`src/hw/rtl/sgah_pkg.sv`:
```
package sgah_pkg;

  // Widths of the data path.
  localparam int VALUE_WIDTH = 32;
  localparam int COUNT_WIDTH = 32;
  localparam int KEY_WIDTH   = 32;
  localparam int ACC_WIDTH   = 64;
  localparam int OUT_WIDTH   = 32;
  localparam int DIV_STEPS   = ACC_WIDTH;
  localparam int DIV_CNT_W   = $clog2(DIV_STEPS);

  // Depth of the queue between the front and the back.
  localparam int QUEUE_DEPTH = 2;
  localparam int QPTR_W      = $clog2(QUEUE_DEPTH);
  localparam int QCNT_W      = $clog2(QUEUE_DEPTH + 1);

  // Aggregate function codes.
  localparam logic [2:0] AGG_MIN = 3'd0;
  localparam logic [2:0] AGG_MAX = 3'd1;
  localparam logic [2:0] AGG_SUM = 3'd2;
  localparam logic [2:0] AGG_CNT = 3'd3;
  localparam logic [2:0] AGG_AVG = 3'd4;

  // Comparison codes.
  localparam logic [2:0] CMP_LT = 3'd0;
  localparam logic [2:0] CMP_GT = 3'd1;
  localparam logic [2:0] CMP_GE = 3'd2;
  localparam logic [2:0] CMP_LE = 3'd3;
  localparam logic [2:0] CMP_EQ = 3'd4;
  localparam logic [2:0] CMP_NE = 3'd5;

  // Configuration register indexes.
  localparam logic [1:0] REG_COND_FN   = 2'd0;
  localparam logic [1:0] REG_RET_FN    = 2'd1;
  localparam logic [1:0] REG_CMP_OP    = 2'd2;
  localparam logic [1:0] REG_THRESHOLD = 2'd3;

  localparam logic [OUT_WIDTH-1:0] INT_MIN = {1'b1, {(OUT_WIDTH-1){1'b0}}};
  localparam logic signed [ACC_WIDTH-1:0] ACC_MAX = {1'b0, {(ACC_WIDTH-1){1'b1}}};
  localparam logic signed [ACC_WIDTH-1:0] ACC_MIN = {1'b1, {(ACC_WIDTH-1){1'b0}}};
  localparam logic signed [ACC_WIDTH:0] VAL_HI =
    {{(ACC_WIDTH-VALUE_WIDTH+2){1'b0}}, {(VALUE_WIDTH-1){1'b1}}};
  localparam logic signed [ACC_WIDTH:0] VAL_LO = ~VAL_HI;

  typedef struct packed {
    logic [2:0]                   cond_fn;
    logic [2:0]                   ret_fn;
    logic [2:0]                   cmp_op;
    logic signed [KEY_WIDTH-1:0]  threshold;
  } cfg_t;

  // A closed group or an end of table, as handed from front to back.
  typedef struct packed {
    logic                         is_end;
    logic                         has_group;
    logic signed [KEY_WIDTH-1:0]  key;
    logic signed [ACC_WIDTH-1:0]  cond_acc;
    logic signed [ACC_WIDTH-1:0]  ret_acc;
    logic [COUNT_WIDTH-1:0]       rows;
  } group_t;

  // Sign extends the used low bits of a row value.
  function automatic logic signed [ACC_WIDTH-1:0] sext_value(input logic [31:0] x);
    logic signed [VALUE_WIDTH-1:0] v;
    v = x[VALUE_WIDTH-1:0];
    return ACC_WIDTH'(v);
  endfunction

  // Folds one value into a running aggregate.
  function automatic logic signed [ACC_WIDTH-1:0] accumulate(
      input logic [2:0] fn, input logic signed [ACC_WIDTH-1:0] acc,
      input logic signed [ACC_WIDTH-1:0] v);
    logic signed [ACC_WIDTH:0] s;
    logic signed [ACC_WIDTH-1:0] r;
    s = {acc[ACC_WIDTH-1], acc} + {v[ACC_WIDTH-1], v};
    r = acc;
    if (fn == AGG_MIN) begin
      r = (v < acc) ? v : acc;
    end else if (fn == AGG_MAX) begin
      r = (v > acc) ? v : acc;
    end else if (fn == AGG_SUM || fn == AGG_AVG) begin
      if (s[ACC_WIDTH] != s[ACC_WIDTH-1]) begin
        r = s[ACC_WIDTH] ? ACC_MIN : ACC_MAX;
      end else begin
        r = s[ACC_WIDTH-1:0];
      end
    end
    return r;
  endfunction

  function automatic logic compare(input logic [2:0] op,
      input logic signed [ACC_WIDTH-1:0] a, input logic signed [ACC_WIDTH-1:0] b);
    logic r;
    unique case (op)
      CMP_LT:  r = a < b;
      CMP_GT:  r = a > b;
      CMP_GE:  r = a >= b;
      CMP_LE:  r = a <= b;
      CMP_EQ:  r = a == b;
      CMP_NE:  r = a != b;
      default: r = 1'b0;
    endcase
    return r;
  endfunction

  // Clamps a result to the signed value range.
  function automatic logic [OUT_WIDTH-1:0] sat_value(input logic signed [ACC_WIDTH:0] r);
    logic signed [ACC_WIDTH:0] c;
    c = r;
    if (r > VAL_HI) c = VAL_HI;
    if (r < VAL_LO) c = VAL_LO;
    return c[OUT_WIDTH-1:0];
  endfunction

endpackage

```
`src/hw/rtl/sgah_front.sv`:
```
module sgah_front (
  input  logic                  clk,
  input  logic                  rst,
  input  logic                  accept,
  input  logic                  command,
  input  logic [31:0]           group_key,
  input  logic [31:0]           cond_value,
  input  logic [31:0]           ret_value,
  input  sgah_pkg::cfg_t        cfg,
  output logic                  q_push,
  output sgah_pkg::group_t      q_data
);

  logic                                   group_open;
  logic signed [sgah_pkg::KEY_WIDTH-1:0]  open_key;
  logic signed [sgah_pkg::ACC_WIDTH-1:0]  cond_acc;
  logic signed [sgah_pkg::ACC_WIDTH-1:0]  ret_acc;
  logic [sgah_pkg::COUNT_WIDTH-1:0]       group_rows;
  logic                                   closing;
  logic signed [sgah_pkg::ACC_WIDTH-1:0]  cv;
  logic signed [sgah_pkg::ACC_WIDTH-1:0]  rv;

  // A data row with a new key closes the open group.
  always_comb begin
    cv      = sgah_pkg::sext_value(cond_value);
    rv      = sgah_pkg::sext_value(ret_value);
    closing = !command && group_open && (group_key != open_key);
    q_push  = accept && (command || closing);
    q_data.is_end    = command;
    q_data.has_group = group_open;
    q_data.key       = open_key;
    q_data.cond_acc  = cond_acc;
    q_data.ret_acc   = ret_acc;
    q_data.rows      = group_rows;
  end

  // Open group state.
  always_ff @(posedge clk) begin
    if (rst) begin
      group_open <= 1'b0;
      group_rows <= '0;
      open_key   <= '0;
      cond_acc   <= '0;
      ret_acc    <= '0;
    end else if (accept) begin
      if (command) begin
        group_open <= 1'b0;
        group_rows <= '0;
      end else if (closing || !group_open) begin
        group_open <= 1'b1;
        open_key   <= group_key;
        cond_acc   <= cv;
        ret_acc    <= rv;
        group_rows <= sgah_pkg::COUNT_WIDTH'(1);
      end else begin
        cond_acc <= sgah_pkg::accumulate(cfg.cond_fn, cond_acc, cv);
        ret_acc  <= sgah_pkg::accumulate(cfg.ret_fn, ret_acc, rv);
        if (group_rows != '1) begin
          group_rows <= group_rows + 1'b1;
        end
      end
    end
  end

endmodule

```
`src/hw/rtl/sgah_queue.sv`:
```
module sgah_queue (
  input  logic                clk,
  input  logic                rst,
  input  logic                push_en,
  input  sgah_pkg::group_t    push_data,
  input  logic                pop_en,
  output sgah_pkg::group_t    head,
  output logic                q_full,
  output logic                q_empty
);

  sgah_pkg::group_t                 slots [sgah_pkg::QUEUE_DEPTH];
  logic [sgah_pkg::QPTR_W-1:0]      wr_ptr;
  logic [sgah_pkg::QPTR_W-1:0]      rd_ptr;
  logic [sgah_pkg::QCNT_W-1:0]      count;

  assign head    = slots[rd_ptr];
  assign q_full  = count == sgah_pkg::QCNT_W'(sgah_pkg::QUEUE_DEPTH);
  assign q_empty = count == '0;

  // Storage.
  always_ff @(posedge clk) begin
    if (push_en) begin
      slots[wr_ptr] <= push_data;
    end
  end

  // Pointers and fill level.
  always_ff @(posedge clk) begin
    if (rst) begin
      wr_ptr <= '0;
      rd_ptr <= '0;
      count  <= '0;
    end else begin
      if (push_en) wr_ptr <= wr_ptr + 1'b1;
      if (pop_en)  rd_ptr <= rd_ptr + 1'b1;
      if (push_en && !pop_en) begin
        count <= count + 1'b1;
      end else if (pop_en && !push_en) begin
        count <= count - 1'b1;
      end
    end
  end

endmodule

```
`src/hw/rtl/sgah_back.sv`:
```
module sgah_back (
  input  logic                    clk,
  input  logic                    rst,
  input  sgah_pkg::cfg_t          cfg,
  input  sgah_pkg::group_t        head,
  input  logic                    q_empty,
  output logic                    q_pop,
  output logic                    out_valid,
  input  logic                    out_taken,
  output logic [31:0]             out_key,
  output logic [31:0]             out_value,
  output logic                    empty_marker
);

  typedef enum logic [4:0] {
    ST_IDLE = 5'b00001,
    ST_MUL  = 5'b00010,
    ST_CMP  = 5'b00100,
    ST_DIV  = 5'b01000,
    ST_OUT  = 5'b10000
  } state_t;

  state_t                                 state;
  sgah_pkg::group_t                       ent;
  logic signed [sgah_pkg::ACC_WIDTH-1:0]  prod;
  logic                                   any_emitted;
  logic [31:0]                            res_key;
  logic [31:0]                            res_val;
  logic                                   res_mark;
  logic [sgah_pkg::ACC_WIDTH-1:0]         num;
  logic [sgah_pkg::COUNT_WIDTH-1:0]       rem;
  logic [sgah_pkg::DIV_CNT_W-1:0]         div_cnt;
  logic                                   div_neg;
  logic [sgah_pkg::COUNT_WIDTH:0]         trial;
  logic                                   fits;
  logic [sgah_pkg::ACC_WIDTH-1:0]         num_next;
  logic [sgah_pkg::COUNT_WIDTH-1:0]       rem_next;
  logic signed [sgah_pkg::ACC_WIDTH:0]    quot_s;
  logic                                   pass;
  logic                                   emit_row;
  logic                                   emit_marker;
  logic signed [sgah_pkg::ACC_WIDTH:0]    ret_raw;
  logic                                   load_out;

  assign q_pop    = (state == ST_IDLE) && !q_empty;
  assign load_out = (state == ST_OUT) && !out_valid;

  // HAVING test and returned aggregate of the group under evaluation.
  always_comb begin
    unique case (cfg.cond_fn)
      sgah_pkg::AGG_MIN, sgah_pkg::AGG_MAX, sgah_pkg::AGG_SUM:
        pass = sgah_pkg::compare(cfg.cmp_op, ent.cond_acc,
                                 sgah_pkg::ACC_WIDTH'(cfg.threshold));
      sgah_pkg::AGG_CNT:
        pass = sgah_pkg::compare(cfg.cmp_op, sgah_pkg::ACC_WIDTH'({1'b0, ent.rows}),
                                 sgah_pkg::ACC_WIDTH'(cfg.threshold));
      sgah_pkg::AGG_AVG:
        pass = sgah_pkg::compare(cfg.cmp_op, ent.cond_acc, prod);
      default:
        pass = sgah_pkg::compare(cfg.cmp_op,
                                 sgah_pkg::ACC_WIDTH'(signed'(sgah_pkg::INT_MIN)),
                                 sgah_pkg::ACC_WIDTH'(cfg.threshold));
    endcase
    emit_row    = ent.has_group && pass;
    emit_marker = ent.is_end && !emit_row && !any_emitted;
    unique case (cfg.ret_fn)
      sgah_pkg::AGG_MIN, sgah_pkg::AGG_MAX, sgah_pkg::AGG_SUM:
        ret_raw = {ent.ret_acc[sgah_pkg::ACC_WIDTH-1], ent.ret_acc};
      sgah_pkg::AGG_CNT:
        ret_raw = (sgah_pkg::ACC_WIDTH+1)'({1'b0, ent.rows});
      default:
        ret_raw = (sgah_pkg::ACC_WIDTH+1)'(signed'(sgah_pkg::INT_MIN));
    endcase
  end

  // One restoring division step on the magnitude of the sum.
  always_comb begin
    trial    = {rem, num[sgah_pkg::ACC_WIDTH-1]};
    fits     = trial >= {1'b0, ent.rows};
    rem_next = fits ? sgah_pkg::COUNT_WIDTH'(trial - {1'b0, ent.rows})
                    : trial[sgah_pkg::COUNT_WIDTH-1:0];
    num_next = {num[sgah_pkg::ACC_WIDTH-2:0], fits};
    quot_s   = div_neg ? -$signed({1'b0, num_next}) : $signed({1'b0, num_next});
  end

  // Control.
  always_ff @(posedge clk) begin
    if (rst) begin
      state       <= ST_IDLE;
      any_emitted <= 1'b0;
      out_valid   <= 1'b0;
    end else begin
      if (out_taken) out_valid <= 1'b0;
      unique case (state)
        ST_IDLE: if (!q_empty) state <= ST_MUL;
        ST_MUL:  state <= ST_CMP;
        ST_CMP: begin
          if (ent.is_end) begin
            any_emitted <= 1'b0;
          end else if (emit_row) begin
            any_emitted <= 1'b1;
          end
          if (emit_row && cfg.ret_fn == sgah_pkg::AGG_AVG) begin
            state <= ST_DIV;
          end else if (emit_row || emit_marker) begin
            state <= ST_OUT;
          end else begin
            state <= ST_IDLE;
          end
        end
        ST_DIV:  if (div_cnt == '0) state <= ST_OUT;
        ST_OUT: begin
          if (!out_valid) begin
            out_valid <= 1'b1;
            state     <= ST_IDLE;
          end
        end
        default: state <= ST_IDLE;
      endcase
    end
  end

  // Data path.
  always_ff @(posedge clk) begin
    if (q_pop) ent <= head;
    if (state == ST_MUL) begin
      // The full 64-bit product is needed: threshold times a 32-bit row count.
      prod <= sgah_pkg::ACC_WIDTH'(cfg.threshold) *
              sgah_pkg::ACC_WIDTH'({1'b0, ent.rows});
    end
    if (state == ST_CMP) begin
      res_key  <= emit_row ? ent.key : sgah_pkg::INT_MIN;
      res_val  <= emit_row ? sgah_pkg::sat_value(ret_raw) : sgah_pkg::INT_MIN;
      res_mark <= !emit_row;
      div_neg  <= ent.ret_acc[sgah_pkg::ACC_WIDTH-1];
      num      <= ent.ret_acc[sgah_pkg::ACC_WIDTH-1] ? -ent.ret_acc : ent.ret_acc;
      rem      <= '0;
      div_cnt  <= sgah_pkg::DIV_CNT_W'(sgah_pkg::DIV_STEPS - 1);
    end
    if (state == ST_DIV) begin
      num     <= num_next;
      rem     <= rem_next;
      div_cnt <= div_cnt - 1'b1;
      if (div_cnt == '0) res_val <= sgah_pkg::sat_value(quot_s);
    end
    if (load_out) begin
      out_key      <= res_key;
      out_value    <= res_val;
      empty_marker <= res_mark;
    end
  end

  // The divider never runs against an empty group.
  a_div_nonzero: assert property (@(posedge clk) disable iff (rst)
    state == ST_DIV |-> ent.rows != '0)
    else $error("division by zero row count");

  // A queue entry is taken only between groups.
  a_pop_idle: assert property (@(posedge clk) disable iff (rst)
    q_pop |=> state == ST_MUL)
    else $error("queue entry taken while busy");

  // The output register is never overwritten while it holds a word.
  a_no_overwrite: assert property (@(posedge clk) disable iff (rst)
    (out_valid && !out_taken) |=> out_valid && $stable(out_key) && $stable(out_value))
    else $error("pending result overwritten");

endmodule

```
`src/hw/rtl/sorted_group_aggregate_having.sv`:
```
// Sorted group-by aggregation with a HAVING filter.
// Throughput: one row per cycle at the input while the group queue has room.
// Path: a closed group goes through the queue to the back end: multiply,
// compare, the 64-step divider if the average is returned, then output.
// Reset: synchronous rst clears the open group, the queue and the output;
// the configuration registers return to zero.
module sorted_group_aggregate_having (
  input  logic         clk,
  input  logic         rst,
  input  logic         push,
  output logic         full,
  input  logic         command,
  input  logic [31:0]  group_key,
  input  logic [31:0]  cond_value,
  input  logic [31:0]  ret_value,
  output logic         empty,
  input  logic         pop,
  output logic [31:0]  out_key,
  output logic [31:0]  out_value,
  output logic         empty_marker,
  input  logic         cfg_valid,
  output logic         cfg_ready,
  input  logic [1:0]   cfg_index,
  input  logic [31:0]  cfg_data
);

  sgah_pkg::cfg_t    cfg;
  sgah_pkg::group_t  q_data;
  sgah_pkg::group_t  head;
  logic              q_push;
  logic              q_pop;
  logic              q_empty;
  logic              out_valid;

  assign cfg_ready = 1'b1;
  assign empty     = !out_valid;

  // Configuration registers.
  always_ff @(posedge clk) begin
    if (rst) begin
      cfg <= '0;
    end else if (cfg_valid) begin
      unique case (cfg_index)
        sgah_pkg::REG_COND_FN:   cfg.cond_fn   <= cfg_data[2:0];
        sgah_pkg::REG_RET_FN:    cfg.ret_fn    <= cfg_data[2:0];
        sgah_pkg::REG_CMP_OP:    cfg.cmp_op    <= cfg_data[2:0];
        sgah_pkg::REG_THRESHOLD: cfg.threshold <= cfg_data;
        default: ;
      endcase
    end
  end

  sgah_front u_front (
    .clk        (clk),
    .rst        (rst),
    .accept     (push && !full),
    .command    (command),
    .group_key  (group_key),
    .cond_value (cond_value),
    .ret_value  (ret_value),
    .cfg        (cfg),
    .q_push     (q_push),
    .q_data     (q_data)
  );

  sgah_queue u_queue (
    .clk       (clk),
    .rst       (rst),
    .push_en   (q_push),
    .push_data (q_data),
    .pop_en    (q_pop),
    .head      (head),
    .q_full    (full),
    .q_empty   (q_empty)
  );

  sgah_back u_back (
    .clk          (clk),
    .rst          (rst),
    .cfg          (cfg),
    .head         (head),
    .q_empty      (q_empty),
    .q_pop        (q_pop),
    .out_valid    (out_valid),
    .out_taken    (pop && out_valid),
    .out_key      (out_key),
    .out_value    (out_value),
    .empty_marker (empty_marker)
  );

endmodule
```
`config.mk`:
```
export PLATFORM = sky130hd
export DESIGN_NAME = sorted_group_aggregate_having
export DESIGN_NICKNAME = d
export VERILOG_FILES = /design/src/hw/rtl/sgah_pkg.sv /design/src/hw/rtl/sgah_front.sv /design/src/hw/rtl/sgah_queue.sv /design/src/hw/rtl/sgah_back.sv /design/src/hw/rtl/sorted_group_aggregate_having.sv
export SDC_FILE = /design/constraint.sdc
export NUM_CORES = 2
export LEC_CHECK = 0
export BUFFER_PORTS_ARGS = -buffer_cell sky130_fd_sc_hd__buf_2
export CAP_MARGIN = 30
export CORE_UTILIZATION = 59
export DETAILED_ROUTE_END_ITERATION = 10
export PLACE_DENSITY_LB_ADDON = 0.3
export SLEW_MARGIN = 40
export SYNTH_ARGS = -nofsm -noshare
export SYNTH_HDL_FRONTEND = slang
export SYNTH_SLANG_ARGS = --single-unit
```
`constraint.sdc`:
```
create_clock -name clk -period 14.85 [get_ports clk]
set_input_delay 1.485 -clock clk [delete_from_list [all_inputs] [get_ports clk]]
set_output_delay 1.485 -clock clk [all_outputs]
set_load 0.01 [all_outputs]
```
==> summary.txt <==
Drt
  • Vias/cell: approximately 6
  • Wire per inst: 23.3 um
  • DRT Pass-1 Iters: 7
  • Final WL: 275,000 um
  • Routed Antenna Nets: 0
  • Total vias in the final route: around 72,000
  • Post-route DRC violation count: 0
  • DR iter-0 viols: 7,841

Worst setup path
  • Top cell by count, worst path: fa_1
  • CP Buf/Inv Count: 7
  • CP peak stage delay: around 0.67 ns
  • Worst EP required: 15.32 ns
  • Critical Path Sink Type: flop
  • Crit start category: flop
  • Crit Path Category: flop to flop
  • Worst EP arrival: 10.41 ns
  • Slowest CP cell: clkinv_1
  • Kind of cell adding the most delay to the critical path: adder cells
  • Critical path peak fanout: 18

Synthesis
  • Ranking of synthesized cells by area: edfxtp_1 (27%), fa_1 (19%), ha_1 (10%), dfxtp_1 (5.9%), inv_1 (5.6%)
  • EDFF count, synth: 847
  • Yosys top cell area share: between 20% and 30%
  • Largest area contributor in the netlist: edfxtp_1
  • Post-synthesis instance area: 94,000 um^2
  • Prevailing post-synth register cell: edfxtp_1
  • Fraction of registers with async set/reset: 0%
  • Sequential share of the synthesized area: 33.0%
  • Cells after synthesis: 9,583
  • Syn Area/Cell: 9.80 um^2
  • Netlist cell types: 90
  • Post-synth net total: 11,400
  • Yosys warnings: 0
  • Yosys reg bits: about 1,100

Placed design
  • GP Congestion: 1.01
  • HPWL after DPL: between 200,000 and 250,000 um
  • Port bufs: roughly 200

Clock network
  • Clk root buf: clkbuf_16
  • CTS Hold Buffers Added: 0
  • Clock slew at reported path FFs: 0.07 ns
  • Post_cts resized: 0
  • # Post-CTS Setup Buffers: 0
  • CTS Buf Count: 118
  • CTS tree: done
  • # H-tree levels: 3
  • Clk Latency, worst-skew pair: about 0.81 ns
  • TritonCTS Sinks: about 1,100
  • Bufs on Longest Clock Path: 3

Floorplan
  • DIE WIDTH: 401 um
  • Height of the chip: 401 um
  • Starting Density: 59.4%
  • Core Area: 158,000 um^2
  • Row count: 146
  • Die area: 161,000 um^2
  • # IOs: 204

STA
  • Slew margin rel.: 36.6%
  • Worst-Margin Slew: 0.950 ns
  • Worst Skew: 0.0882 ns
  • RSZ-0062 raised after global routing: false
  • Max Freq: 0.101 GHz
  • Slew Viols, Final: 0
  • Min cycle time layout: 9.94 ns
  • Final hold vios: 0
  • Final worst path period share: between 60 and 70%
  • Setup Viol. Count Final: 0
  • TNS Setup: 0 ns

Layout
  • FILL cells: roughly 13,000
  • Commonest non-fill, non-tap cell in the layout: inv_1
  • Layout cells sized above 1: under 10%
  • Growth of design area from synthesis to finish: 7.99%
  • Most frequent cells in the layout: inv_1 (1,401), nor2_1 (1,136), fa_1 (900)
  • Nets@finish: ~11,000
  • Final Util: about 64%

Global routing
  • Vias in the first global route: between 70,000 and 80,000
  • Initial antenna violation count: 10
  • Largest net degree at the start of global routing: 96
  • First-pass GRT wire length: 425,000 um
  • Tot GR Track Use: 34.3%
  • Total gr overflow: 0

Pwr
  • Pwr dens: 142 nW/um^2
  • Leakage power: 43.8 nW
  • Worst vdd ir: 0.000109 V

Hold path
  • HP Class: flop to flop

Run
  • Max-Cap Viols: 0

Status
  • Status: finished clean
[metrics by stage]
stage               setup slack (ns)  power [mW]  cells  cell area [um^2]  hold slack [ns]
floorplan                       4.33        8.83   9583             94000            0.400
global placement                5.22        10.9  11600             97100            0.402
detailed placement              5.27        11.1  11600             97200            0.405
CTS                             5.17        14.2  11800            101000            0.417
global route                    4.52        15.2  11800            101000            0.422
finish                          4.91        14.4  11800            101000            0.418
[metal layers]
layer	part of all wire (%)	vias up	GRT usage, %
met3	11	725	8.03
li1	-	32000	-
met2	44	3542	52.5
met1	41	35500	47.3
met5	0.025	-	0
met4	4.4	10	13.5
[cell families after synthesis]
logic type / Yosys count / share of synthesized area (%)
AOI/OAI and AO/OA: 1474 / 10.0
adders and majority gates: 1678 / 29.5
DFF: 1124 / 33.0
xor gates and xnor gates: 385 / 3.59
and+or+nand+nor: 2759 / 13.1
buffers and inverters: 1880 / 7.52
muxes: 282 / 3.27
other: 1 / 0.00399
[power breakdown]
part	total [mW]	internal, mW	switching [mW]
Sequential	4.68	4.16	0.513
Combinational	6.61	2.28	4.33
Clock	3.11	1.76	1.35
Total	14.4	8.20	6.19
[final timing paths]
path,from,end,slack [ns],depth (start not counted)
worst max-delay path,u_back.ent[25]$_DFFE_PP_,u_back.prod[60]$_DFFE_PP_,4.91,27
worst min-delay path,u_back.res_key[16]$_SDFFCE_PN0P_,u_back.out_key[16]$_DFFE_PP_,0.42,0
worst max register to register,u_back.ent[25]$_DFFE_PP_,u_back.prod[60]$_DFFE_PP_,4.91,27
worst min register to register,u_back.res_key[16]$_SDFFCE_PN0P_,u_back.out_key[16]$_DFFE_PP_,0.42,0
[synthesized netlist by cell type (24+ instances only)]
master,n
nand2_1,858
nor2_1,1141
nand2b_1,51
nor2b_1,46
buf_1,40
o31ai_1,72
nand3_1,93
or4_1,39
nand4_1,115
a31oi_1,34
xnor2_1,200
a211oi_1,114
nor4_1,79
and2_1,79
nor3_1,88
dfxtp_1,277
or3_1,50
fa_1,900
a2111oi_0,28
o211ai_1,24
inv_1,1411
o21bai_1,59
a21oi_1,414
a21o_1,106
clkbuf_1,405
a211o_1,39
ha_1,778
edfxtp_1,847
mux2_2,200
a21boi_0,39
o21ai_0,352
mux2i_1,82
and3_1,24
xor2_1,185
[sequential cells by signal, summed over array words and instances (netlist names), 2 cells and up]
signal and cells:
u_queue.slots 388, u_back.ent 194, u_back.num 64, u_back.prod 64
u_front.cond_acc 64, u_front.ret_acc 64, cfg 41, u_back.out_key 32
u_back.out_value 32, u_back.rem 32, u_back.res_key 32, u_back.res_val 32
u_front.group_rows 32, u_front.open_key 32, u_back.div_cnt 6, u_back.state 5
u_queue.count 2
[worst register-to-register path: stages, from the launching register on]
cell      delay [ns]
edfxtp_1        0.32
buf_4           0.35
clkinv_1        0.68
buf_4           0.44
nor2_1          0.14
fa_1            0.41
inv_1           0.09
fa_1            0.45
fa_1            0.51
fa_1            0.49
inv_1           0.05
fa_1            0.52
fa_1            0.45
fa_1            0.56
inv_1           0.10
fa_1            0.55
inv_1           0.05
ha_1            0.40
a2111o_1        0.43
o21ai_0         0.25
o211a_1         0.26
a31oi_1         0.13
a21oi_1         0.33
a31oi_1         0.30
o21ai_0         0.59
a21oi_1         0.24
a221oi_1        0.43
xnor2_1         0.13
[cell type report]
cell class                      instances  area [um^2]  share of cell area (%)
Multi-Input combinational cell       6579        56000                    55.2
Sequential cell                      1124        31000                    30.5
Inverter                             1432         5380                    5.30
Clock buffer                          156         3340                    3.30
Tap cell                             2072         2590                    2.56
Timing Repair Buffer                  361         2300                    2.27
Clock inverter                         69          831                   0.819
Antenna cell                            4         10.0                 0.00987
Note: power is estimated with default switching activity, not from simulation.
